--- src/rtl/oriented_rect_occlusion_test_unit_assert.svh ---
// ----------------------------------------------------------------------------
// oriented_rect_occlusion_test_unit_assert.svh
// assertion macros used by orot_ctrl; clk and rst_n must be in scope
// ----------------------------------------------------------------------------
`ifndef ORIENTED_RECT_OCCLUSION_TEST_UNIT_ASSERT_SVH
`define ORIENTED_RECT_OCCLUSION_TEST_UNIT_ASSERT_SVH

// same-cycle implication
`define OROT_ASSERT_IMP(label, ante, cons, msg) \
  label: assert property (@(posedge clk) disable iff (!rst_n) (ante) |-> (cons)) \
    else $error(msg);

// next-cycle implication
`define OROT_ASSERT_NXT(label, ante, cons, msg) \
  label: assert property (@(posedge clk) disable iff (!rst_n) (ante) |=> (cons)) \
    else $error(msg);

`endif

--- src/rtl/orot_pkg.sv ---
// ----------------------------------------------------------------------------
// orot_pkg
// types, constants, sine table and card microprogram of the occlusion test
// ----------------------------------------------------------------------------
package orot_pkg;

  // field widths
  localparam int COORD_W = 24;
  localparam int ANGLE_W = 16;
  localparam int KEY_W   = 16;
  localparam int ORDER_W = 4 * KEY_W;

  // request codes
  localparam logic REQ_MARKER = 1'b0;
  localparam logic REQ_CARD   = 1'b1;

  // sine table geometry (depth is a power of two)
  localparam int TRIG_DEPTH = 256;
  localparam int TRIG_AW    = $clog2(TRIG_DEPTH);
  localparam int STEP_W     = TRIG_AW + 2;
  localparam int TRIG_VAL_W = 17;
  localparam int TRIG_W     = TRIG_VAL_W + 1;

  // datapath widths
  localparam int DELTA_W = COORD_W + 2;
  localparam int MUL_A_W = DELTA_W + 1;
  localparam int MUL_B_W = COORD_W + 1;
  localparam int PROD_W  = MUL_A_W + MUL_B_W;
  localparam int DOT_W   = 18;

  // table generation constants
  localparam logic [63:0] HALF_PI_Q30 = 64'd1686629713;
  localparam int TAYLOR_TERMS = 10;
  localparam logic [63:0] TAYLOR_DIV [0:TAYLOR_TERMS-1] =
    '{64'd6, 64'd20, 64'd42, 64'd72, 64'd110, 64'd156, 64'd210, 64'd272, 64'd342,
      64'd420};

  typedef logic [TRIG_VAL_W-1:0] sine_rom_t [0:TRIG_DEPTH];

  // quarter-wave sine in q1.16, taylor series in q2.30 with truncation
  function automatic sine_rom_t build_sine_rom();
    sine_rom_t   rom;
    logic [63:0] x;
    logic [63:0] term;
    longint      sum;
    for (int k = 0; k <= TRIG_DEPTH; k++) begin
      x    = (64'(k) * HALF_PI_Q30) / TRIG_DEPTH;
      term = x;
      sum  = longint'(x);
      for (int n = 1; n <= TAYLOR_TERMS; n++) begin
        term = (term * x) >> 30;
        term = (term * x) >> 30;
        term = term / TAYLOR_DIV[n-1];
        if (n % 2 == 1) begin
          sum = sum - longint'(term);
        end else begin
          sum = sum + longint'(term);
        end
      end
      if (sum < 0) begin
        sum = 0;
      end
      sum = (sum + 8192) >>> 14;
      if (sum > 65536) begin
        sum = 65536;
      end
      rom[k] = TRIG_VAL_W'(sum);
    end
    return rom;
  endfunction

  localparam sine_rom_t SINE_ROM = build_sine_rom();

  // input transaction payload
  typedef struct packed {
    logic                      req_type;
    logic signed [COORD_W-1:0] center_x;
    logic signed [COORD_W-1:0] center_y;
    logic [COORD_W-1:0]        size_w;
    logic [COORD_W-1:0]        size_h;
    logic [ANGLE_W-1:0]        angle;
    logic signed [KEY_W-1:0]   layer_priority;
    logic signed [KEY_W-1:0]   z_order;
    logic [KEY_W-1:0]          child_index;
    logic [KEY_W-1:0]          stable_index;
    logic                      last;
  } in_item_t;

  // microprogram encoding
  typedef enum logic [1:0] {OP_NOP, OP_MUL, OP_ROUND, OP_CMP} op_kind_t;
  typedef enum logic [3:0] {
    A_C1, A_S1, A_C2, A_S2, A_DX, A_DY, A_N1, A_N2, A_P, A_Q
  } a_sel_t;
  typedef enum logic [2:0] {
    B_C1, B_S1, B_C2, B_S2, B_HW1, B_HH1, B_HW2, B_HH2
  } b_sel_t;
  typedef enum logic [3:0] {
    ACC_N1, ACC_N2, ACC_P, ACC_Q, ACC_D0, ACC_D1, ACC_D2, ACC_D3,
    ACC_R0, ACC_R1, ACC_R2, ACC_R3
  } acc_sel_t;
  localparam int ACC_NUM = 12;

  typedef struct packed {
    op_kind_t kind;
    a_sel_t   a_sel;
    b_sel_t   b_sel;
    acc_sel_t dest;
    logic     neg;
  } uop_t;

  localparam uop_t UOP_NOP = '{OP_NOP, A_C1, B_C1, ACC_N1, 1'b0};

  // card test program: axis dots, round, distances, radii, compare
  localparam int PROG_LEN = 32;
  localparam int PC_W     = $clog2(PROG_LEN);
  localparam uop_t PROG [0:PROG_LEN-1] = '{
    '{OP_MUL,   A_C1, B_C1,  ACC_N1, 1'b0},
    '{OP_MUL,   A_S1, B_S1,  ACC_N1, 1'b0},
    '{OP_MUL,   A_C2, B_C2,  ACC_N2, 1'b0},
    '{OP_MUL,   A_S2, B_S2,  ACC_N2, 1'b0},
    '{OP_MUL,   A_C1, B_C2,  ACC_P,  1'b0},
    '{OP_MUL,   A_S1, B_S2,  ACC_P,  1'b0},
    '{OP_MUL,   A_S1, B_C2,  ACC_Q,  1'b0},
    '{OP_MUL,   A_C1, B_S2,  ACC_Q,  1'b1},
    '{OP_NOP,   A_C1, B_C1,  ACC_N1, 1'b0},
    '{OP_ROUND, A_C1, B_C1,  ACC_N1, 1'b0},
    '{OP_MUL,   A_DX, B_C1,  ACC_D0, 1'b0},
    '{OP_MUL,   A_DY, B_S1,  ACC_D0, 1'b0},
    '{OP_MUL,   A_DX, B_S1,  ACC_D1, 1'b1},
    '{OP_MUL,   A_DY, B_C1,  ACC_D1, 1'b0},
    '{OP_MUL,   A_DX, B_C2,  ACC_D2, 1'b0},
    '{OP_MUL,   A_DY, B_S2,  ACC_D2, 1'b0},
    '{OP_MUL,   A_DX, B_S2,  ACC_D3, 1'b1},
    '{OP_MUL,   A_DY, B_C2,  ACC_D3, 1'b0},
    '{OP_MUL,   A_N1, B_HW1, ACC_R0, 1'b0},
    '{OP_MUL,   A_P,  B_HW2, ACC_R0, 1'b0},
    '{OP_MUL,   A_Q,  B_HH2, ACC_R0, 1'b0},
    '{OP_MUL,   A_N1, B_HH1, ACC_R1, 1'b0},
    '{OP_MUL,   A_Q,  B_HW2, ACC_R1, 1'b0},
    '{OP_MUL,   A_P,  B_HH2, ACC_R1, 1'b0},
    '{OP_MUL,   A_P,  B_HW1, ACC_R2, 1'b0},
    '{OP_MUL,   A_Q,  B_HH1, ACC_R2, 1'b0},
    '{OP_MUL,   A_N2, B_HW2, ACC_R2, 1'b0},
    '{OP_MUL,   A_Q,  B_HW1, ACC_R3, 1'b0},
    '{OP_MUL,   A_P,  B_HH1, ACC_R3, 1'b0},
    '{OP_MUL,   A_N2, B_HH2, ACC_R3, 1'b0},
    '{OP_NOP,   A_C1, B_C1,  ACC_N1, 1'b0},
    '{OP_CMP,   A_C1, B_C1,  ACC_N1, 1'b0}
  };

  // controller to datapath
  typedef struct packed {
    logic load_marker;
    logic load_card;
    uop_t uop;
  } dp_cmd_t;

  // datapath to controller
  typedef struct packed {
    logic hit;
  } dp_stat_t;

endpackage

--- src/rtl/orot_ctrl.sv ---
// ----------------------------------------------------------------------------
// orot_ctrl
// sequencer: accepts transactions, steps the card program, emits the result
// ----------------------------------------------------------------------------
module orot_ctrl (
  input  logic               clk,
  input  logic               rst_n,
  input  logic               in_valid,
  output logic               in_ready,
  input  logic               in_req_type,
  input  logic               in_last,
  output logic               out_valid,
  input  logic               out_ready,
  output logic               out_occluded,
  output orot_pkg::dp_cmd_t  cmd,
  input  orot_pkg::dp_stat_t stat
);
  import orot_pkg::*;

  typedef enum logic [2:0] {
    S_IDLE = 3'b001,
    S_RUN  = 3'b010,
    S_EMIT = 3'b100
  } state_t;

  localparam logic [PC_W-1:0] STEP_LAST = PC_W'(PROG_LEN - 1);

  state_t          state_r, state_nxt;
  logic [PC_W-1:0] step_r, step_nxt;
  logic            last_r, last_nxt;
  logic            hit_seen_r, hit_seen_nxt;
  logic            out_valid_r, out_valid_nxt;
  logic            occluded_r, occluded_nxt;
  logic            accept;

  assign in_ready     = (state_r == S_IDLE);
  assign accept       = in_valid && in_ready;
  assign out_valid    = out_valid_r;
  assign out_occluded = occluded_r;

  // datapath commands
  always_comb begin
    cmd.load_marker = accept && (in_req_type == REQ_MARKER);
    cmd.load_card   = accept && (in_req_type == REQ_CARD);
    cmd.uop         = (state_r == S_RUN) ? PROG[step_r] : UOP_NOP;
  end

  // next state
  always_comb begin
    state_nxt     = state_r;
    step_nxt      = step_r;
    last_nxt      = last_r;
    hit_seen_nxt  = hit_seen_r;
    out_valid_nxt = out_valid_r && !out_ready;
    occluded_nxt  = occluded_r;
    case (state_r)
      S_IDLE: begin
        if (accept) begin
          last_nxt = in_last;
          if (in_req_type == REQ_MARKER) begin
            hit_seen_nxt = 1'b0;
            state_nxt    = in_last ? S_EMIT : S_IDLE;
          end else begin
            step_nxt  = '0;
            state_nxt = S_RUN;
          end
        end
      end
      S_RUN: begin
        step_nxt = step_r + 1'b1;
        if (step_r == STEP_LAST) begin
          hit_seen_nxt = hit_seen_r || stat.hit;
          state_nxt    = last_r ? S_EMIT : S_IDLE;
        end
      end
      S_EMIT: begin
        if (!out_valid_r || out_ready) begin
          out_valid_nxt = 1'b1;
          occluded_nxt  = hit_seen_r;
          hit_seen_nxt  = 1'b0;
          state_nxt     = S_IDLE;
        end
      end
      default: begin
        state_nxt = S_IDLE;
      end
    endcase
  end

  // control registers
  always_ff @(posedge clk) begin
    if (!rst_n) begin
      state_r     <= S_IDLE;
      step_r      <= '0;
      last_r      <= 1'b0;
      hit_seen_r  <= 1'b0;
      out_valid_r <= 1'b0;
    end else begin
      state_r     <= state_nxt;
      step_r      <= step_nxt;
      last_r      <= last_nxt;
      hit_seen_r  <= hit_seen_nxt;
      out_valid_r <= out_valid_nxt;
    end
    occluded_r <= occluded_nxt;
  end

`include "oriented_rect_occlusion_test_unit_assert.svh"

  `OROT_ASSERT_NXT(a_card_starts_run, cmd.load_card, (state_r == S_RUN) && (step_r == '0), "card did not start program")
  `OROT_ASSERT_NXT(a_emit_clears_hit, (state_r == S_EMIT) && (!out_valid_r || out_ready), out_valid_r && !hit_seen_r, "result not loaded or hit flag kept")
  `OROT_ASSERT_IMP(a_out_from_emit, $rose(out_valid_r), $past(state_r) == S_EMIT, "result raised outside emit")
  `OROT_ASSERT_NXT(a_run_no_escape, (state_r == S_RUN) && (step_r != STEP_LAST), state_r == S_RUN, "program left early")

endmodule

--- config.mk ---
export PLATFORM = sky130hd
export DESIGN_NAME = orot_ctrl
export DESIGN_NICKNAME = d
export VERILOG_FILES = /design/src/rtl/orot_pkg.sv /design/src/rtl/orot_ctrl.sv
export VERILOG_INCLUDE_DIRS = /design/src /design/src/rtl
export SDC_FILE = /design/constraint.sdc
export NUM_CORES = 1
export LEC_CHECK = 0
export BUFFER_PORTS_ARGS = -buffer_cell sky130_fd_sc_hd__buf_2
export CORE_UTILIZATION = 54
export CTS_BUF_LIST = sky130_fd_sc_hd__clkbuf_16
export CTS_CLUSTER_DIAMETER = 120
export DETAILED_ROUTE_END_ITERATION = 12
export PLACE_DENSITY = 0.79
export SYNTH_ARGS = -nofsm -noshare
export SYNTH_HDL_FRONTEND = slang
export SYNTH_SLANG_ARGS = --single-unit
--- constraint.sdc ---
create_clock -name clk -period 2 [get_ports clk]
set_input_delay 0.2 -clock clk [delete_from_list [all_inputs] [get_ports clk]]
set_output_delay 0.2 -clock clk [all_outputs]
set_load 0.01 [all_outputs]
# Yosys cells after proc, flatten, opt, wreduce, memory -nomap -nowiden
# Memories as Yosys holds them, arrays and structs flattened.
# Cells that the tools add are included.
[totals] mem_bits_ro=448 inputBits=7 regBits=12 mem_count=1
[classes] eq_ne=9 add_sub_neg=1 bitwise_logic=2 n_mux=20 n_reduce_logical=15 magnitude_cmp=1
[mem_list] name="(name not given)" words=32 word_bits=14 rd=1 rd_clocked_by_memory_dff=0 write_ports=0 line="orot_ctrl.sv:45" rtl="cmd.uop = (state_r == S_RUN) ? PROG[step_r] : UOP_NOP;"
[ops] op="14-bit 2-to-1 mux" n=3
[ops] op="3-bit 2-to-1 mux" n=6
[ops] op="5-bit 2-to-1 mux" n=2
[ops] op="5-bit one-hot mux with 2 select lines" n=1
[ops] op="3-bit one-hot mux with 3 select lines" n=1
[ops] op="6-bit >= comparator (second input constant)" n=1
[ops] op="1-bit 2-to-1 mux" n=6
[ops] op="2-bit by 1-bit != test with 1-bit output (second input constant)" n=3
[ops] op="5-bit NOT with 6-bit output" n=1
[ops] op="3-bit AND reduction" n=2
[ops] op="5-bit by 1-bit adder with 5-bit output (second input constant)" n=1
[ops] op="5-bit == test (second input constant)" n=1
[ops] op="5-bit AND reduction" n=1
[ops] op="1-bit logical AND" n=4
[ops] op="2-bit != test (second input constant)" n=2
[ops] op="2-bit AND reduction" n=2
[ops] op="3-bit by 1-bit == test with 1-bit output (second input constant)" n=1
[ops] op="3-bit by 2-bit == test with 1-bit output (second input constant)" n=1
[ops] op="3-bit == test (second input constant)" n=1
[ops] op="1-bit one-hot mux with 3 select lines" n=1
[ops] op="3-bit nonzero test" n=1
[ops] op="1-bit logical NOT" n=2
[ops] op="1-bit logical OR" n=2
[ops] op="2-bit nonzero test" n=1
[ops] op="1-bit NOT" n=1

# Depth between registers and ports, before layout
[logic_depth] ltp_word=5 mapped_depth=7 ltp_nobuf=6

# Worst setup path after synthesis
# No wires, ideal clock.
[synth_timing] kind="register to output" from="register step_r[1]" to="output port cmd[5] (netlist bit)" path_stages_with_launch=7 path_slack_ns=0.110 t_required_ns=1.800 arrival_ns=1.690 n_path_buf=1 path_cell_list="dfxtp_1 clkbuf_1 inv_1 ha_1 nand2_1 o211ai_1 a311oi_1"
[synth_lines] item="start, declared" line="orot_ctrl.sv:29" rtl="logic [PC_W-1:0] step_r, step_nxt;"
[synth_lines] item="start signal, assigned" line="orot_ctrl.sv:100" rtl="step_r <= step_nxt;"
[synth_lines] item="end, declared" line="orot_ctrl.sv:15" rtl="output orot_pkg::dp_cmd_t cmd,"

==> results.md <==
* Drt first pass iters at 4
* Worst Path Required at 1.80 ns
* Total Neg Setup Slack at 0 ns
* Routed wire per std cell at 14.08 µm
* Total Nets Final at 210
* Ant. Diodes at 0
* CP arrival at 1.74 ns
* Post-synth EDFFs at 1
* Share of layout cells above drive strength 1 at 25.91%
* Tot Pwr at 827.2 µW
* Maximum net fanout on the critical path at 12
* Mapped cell area at 1241 µm²
* Synthesized flop and latch total at 12
* CP startpoint kind: flop
* Detail Route Antenna Nets at 0
* DRC at 0
* Fillers at 165
* Commonest non-fill, non-tap cells in the layout: 25 x buf_2, 19 x nand2_1, 11 x o21ai_0, 10 x dfxtp_1
* RSZ-0062 raised after global routing: no
* Grt total ovfl at 0
* CTS tree: built
* Initial Util at 60.19%
* Least-Margin Pin Slew at 0.5111 ns
* Worst-Skew Late Latency at 0.24 ns
* Synth async-reset ratio at 0%
* Max-slew violation count at 0
* Vias at 1298
* Vias per Instance at 5.900
* Clock Root Buffer: clkbuf_16
* PortBufs at 25
* Total GRT Usage at 26.33%
* CORE AREA at 2062 µm²
* Reported max-cap violation count at 0
* Post-DP HPWL at 2267 µm
* Largest net degree at the start of global routing at 20
* Final hold viol count at 0
* Die X at 49.94 µm
* Die height at 49.94 µm
* Initial antenna violation count at 0
* Post-Route WL at 3097 µm
* Post-synth top flop: dfxtp_1
* IO Count at 26
* Syn_nets at 184
* Final Critical Period at 1.937 ns
* Register area share after synthesis at 20.16%
* Commonest non-fill, non-tap cell in the layout: buf_2
* Power per Cell Area at 550.0 nW/µm²
* Postcts setup bufs at 0
* Synth warn at 0
* Core Rows at 16
* Leakage at 0.6494 nW
* Crit end category: output port
* Reg clk slew, reported paths at 0.04 ns
* Vias in the first global route at 1163
* Cell variety after synth at 50
* Die area at 2494 µm²
* Routability-driven placement congestion ratio at 0.9042
* Syn Inst Count at 168
* Synthesized area per cell at 7.388 µm²
* Worst slew margin at 65.88%
* Worst min path class: primary input to flop
* Status: complete, no violations
* Dpl cells at 216
* Fmax at 516.4 MHz
* Global-route wire length before repair at 5168 µm
* CTS Buf Count at 3
* Clock sinks at 12
* H-tree depth at 1
* Fin Clk Skew at 0.001632 ns
* Kind of critical path: flop to output port
* DR iter-0 viols at 68
* Period utilization at 96.83%
* Worst vdd ir at 0.8120 mV
* Area growth syn-to-layout at 21.17%
* Finished Layout Cells at 220
* Final setup viols at 0
* Clock tree buffer depth at 2
==> worst max-delay path, cell delays in order (launching register included) <==
cell,delay (ns)
dfxtp_1,0.60
nor2b_1,0.34
mux2i_1,0.22
o21ai_1,0.07
o311a_1,0.12
buf_2,0.14
==> synth_stat cells (2+ instances only) <==
cell / n / area [µm²]
nor3_1: 4 / 20.02
nand3_1: 4 / 20.02
nand2b_1: 6 / 37.54
nor3b_1: 2 / 15.01
o211ai_1: 3 / 22.52
nor2_2: 2 / 12.51
a2bb2oi_1: 2 / 17.52
o21ai_0: 11 / 55.05
a21boi_1: 2 / 15.01
clkbuf_1: 5 / 18.77
o211a_1: 3 / 30.03
and3_1: 3 / 18.77
xnor2_1: 3 / 26.28
or2_1: 2 / 12.51
nand2_1: 19 / 71.32
o21ai_1: 3 / 15.01
inv_1: 8 / 30.03
a31oi_1: 4 / 25.02
a22oi_1: 2 / 15.01
inv_2: 2 / 7.510
buf_2: 7 / 35.03
nor2b_1: 6 / 37.54
ha_1: 9 / 112.6
nor2_1: 8 / 30.03
nand3b_1: 3 / 22.52
a21oi_1: 9 / 45.04
a211oi_1: 3 / 22.52
dfxtp_1: 11 / 220.2
==> registers in the layout (all words and copies together) (netlist names) <==
register / count
hit_seen_r: 1
step_r: 5
last_r: 1
out_occluded: 1
state_r: 3
out_valid: 1
==> per-stage QoR <==
step | hold WS (ns) | utilization (%) | area (µm²) | worst slack (ns)
after floorplan | 0.3282 | - | 1241 | 0.1105
after global placement | 0.4194 | 68.20 | 1406 | 0.3176
after detailed placement | 0.4394 | 68.20 | 1406 | 0.2119
after CTS | 0.2359 | 72.03 | 1485 | 0.01822
after global routing | 0.2517 | 72.94 | 1504 | 0.004897
final | 0.2357 | 72.94 | 1504 | 0.06340
==> logic make-up (layout without fill, tap and decap cells) <==
group                      Yosys count  count (layout)  synth area share [%]
xor gates and xnor gates             3               3                 2.117
adders and majority gates            9               9                 9.073
muxes                                1               1                0.8065
and+or+nand+nor                     64              64                 27.92
buffers and inverters               23              48                 7.964
DFF                                 12              12                 20.16
AOI/OAI and AO/OA                   56              56                 31.95
==> timing repair <==
| action | CTS | global route |
|---|---|---|
| resized for setup | 1 | 5 |
| hold endpoints to repair | 0 | 0 |
| endpoints found under the setup margin | 1 | 4 |
| hold buffers | 0 | 0 |
==> where the power goes <==
part | switching (mW) | total [mW] | internal (mW)
combinational | 0.0966 | 0.179 | 0.0827
clock | 0.101 | 0.364 | 0.263
sequential | 0.0247 | 0.284 | 0.259
total | 0.223 | 0.827 | 0.605
==> path summary, 6_finish.rpt <==
kind                                 from                      end  slack [ns]  cells after the start
setup / recovery   step_r[3]$_SDFFE_PN0P_                   cmd[8]        0.06                      5
setup reg to reg   step_r[0]$_SDFFE_PN0P_  hit_seen_r$_SDFFE_PN0P_        0.27                      6
hold reg to reg   hit_seen_r$_SDFFE_PN0P_   out_occluded$_DFFE_PP_        0.45                      0
hold / removal                    in_last      last_r$_SDFFE_PN0P_        0.24                      3
==> layout make-up <==
class / count / area [µm²] / share of cell area (%)
inverter: 10 / 37.54 / 2.496
tap: 27 / 33.78 / 2.246
sequential: 12 / 254.0 / 16.89
multi-input combinational: 133 / 907.1 / 60.32
clock buffer: 3 / 75.07 / 4.992
clock inverter: 1 / 3.754 / 0.2496
timing repair buffer: 34 / 192.7 / 12.81
==> per-layer routing <==
| metal | vias to the layer above | part of all wire, % | track usage [%] |
|---|---|---|---|
| met5 | - | 0 | 0 |
| met1 | 586 | 47 | 35.86 |
| met3 | 3 | 7.0 | 7.716 |
| met4 | 0 | 0.45 | 4.286 |
| li1 | 654 | - | - |
| met2 | 55 | 45 | 41.22 |
(Power assumes the default switching activity.)
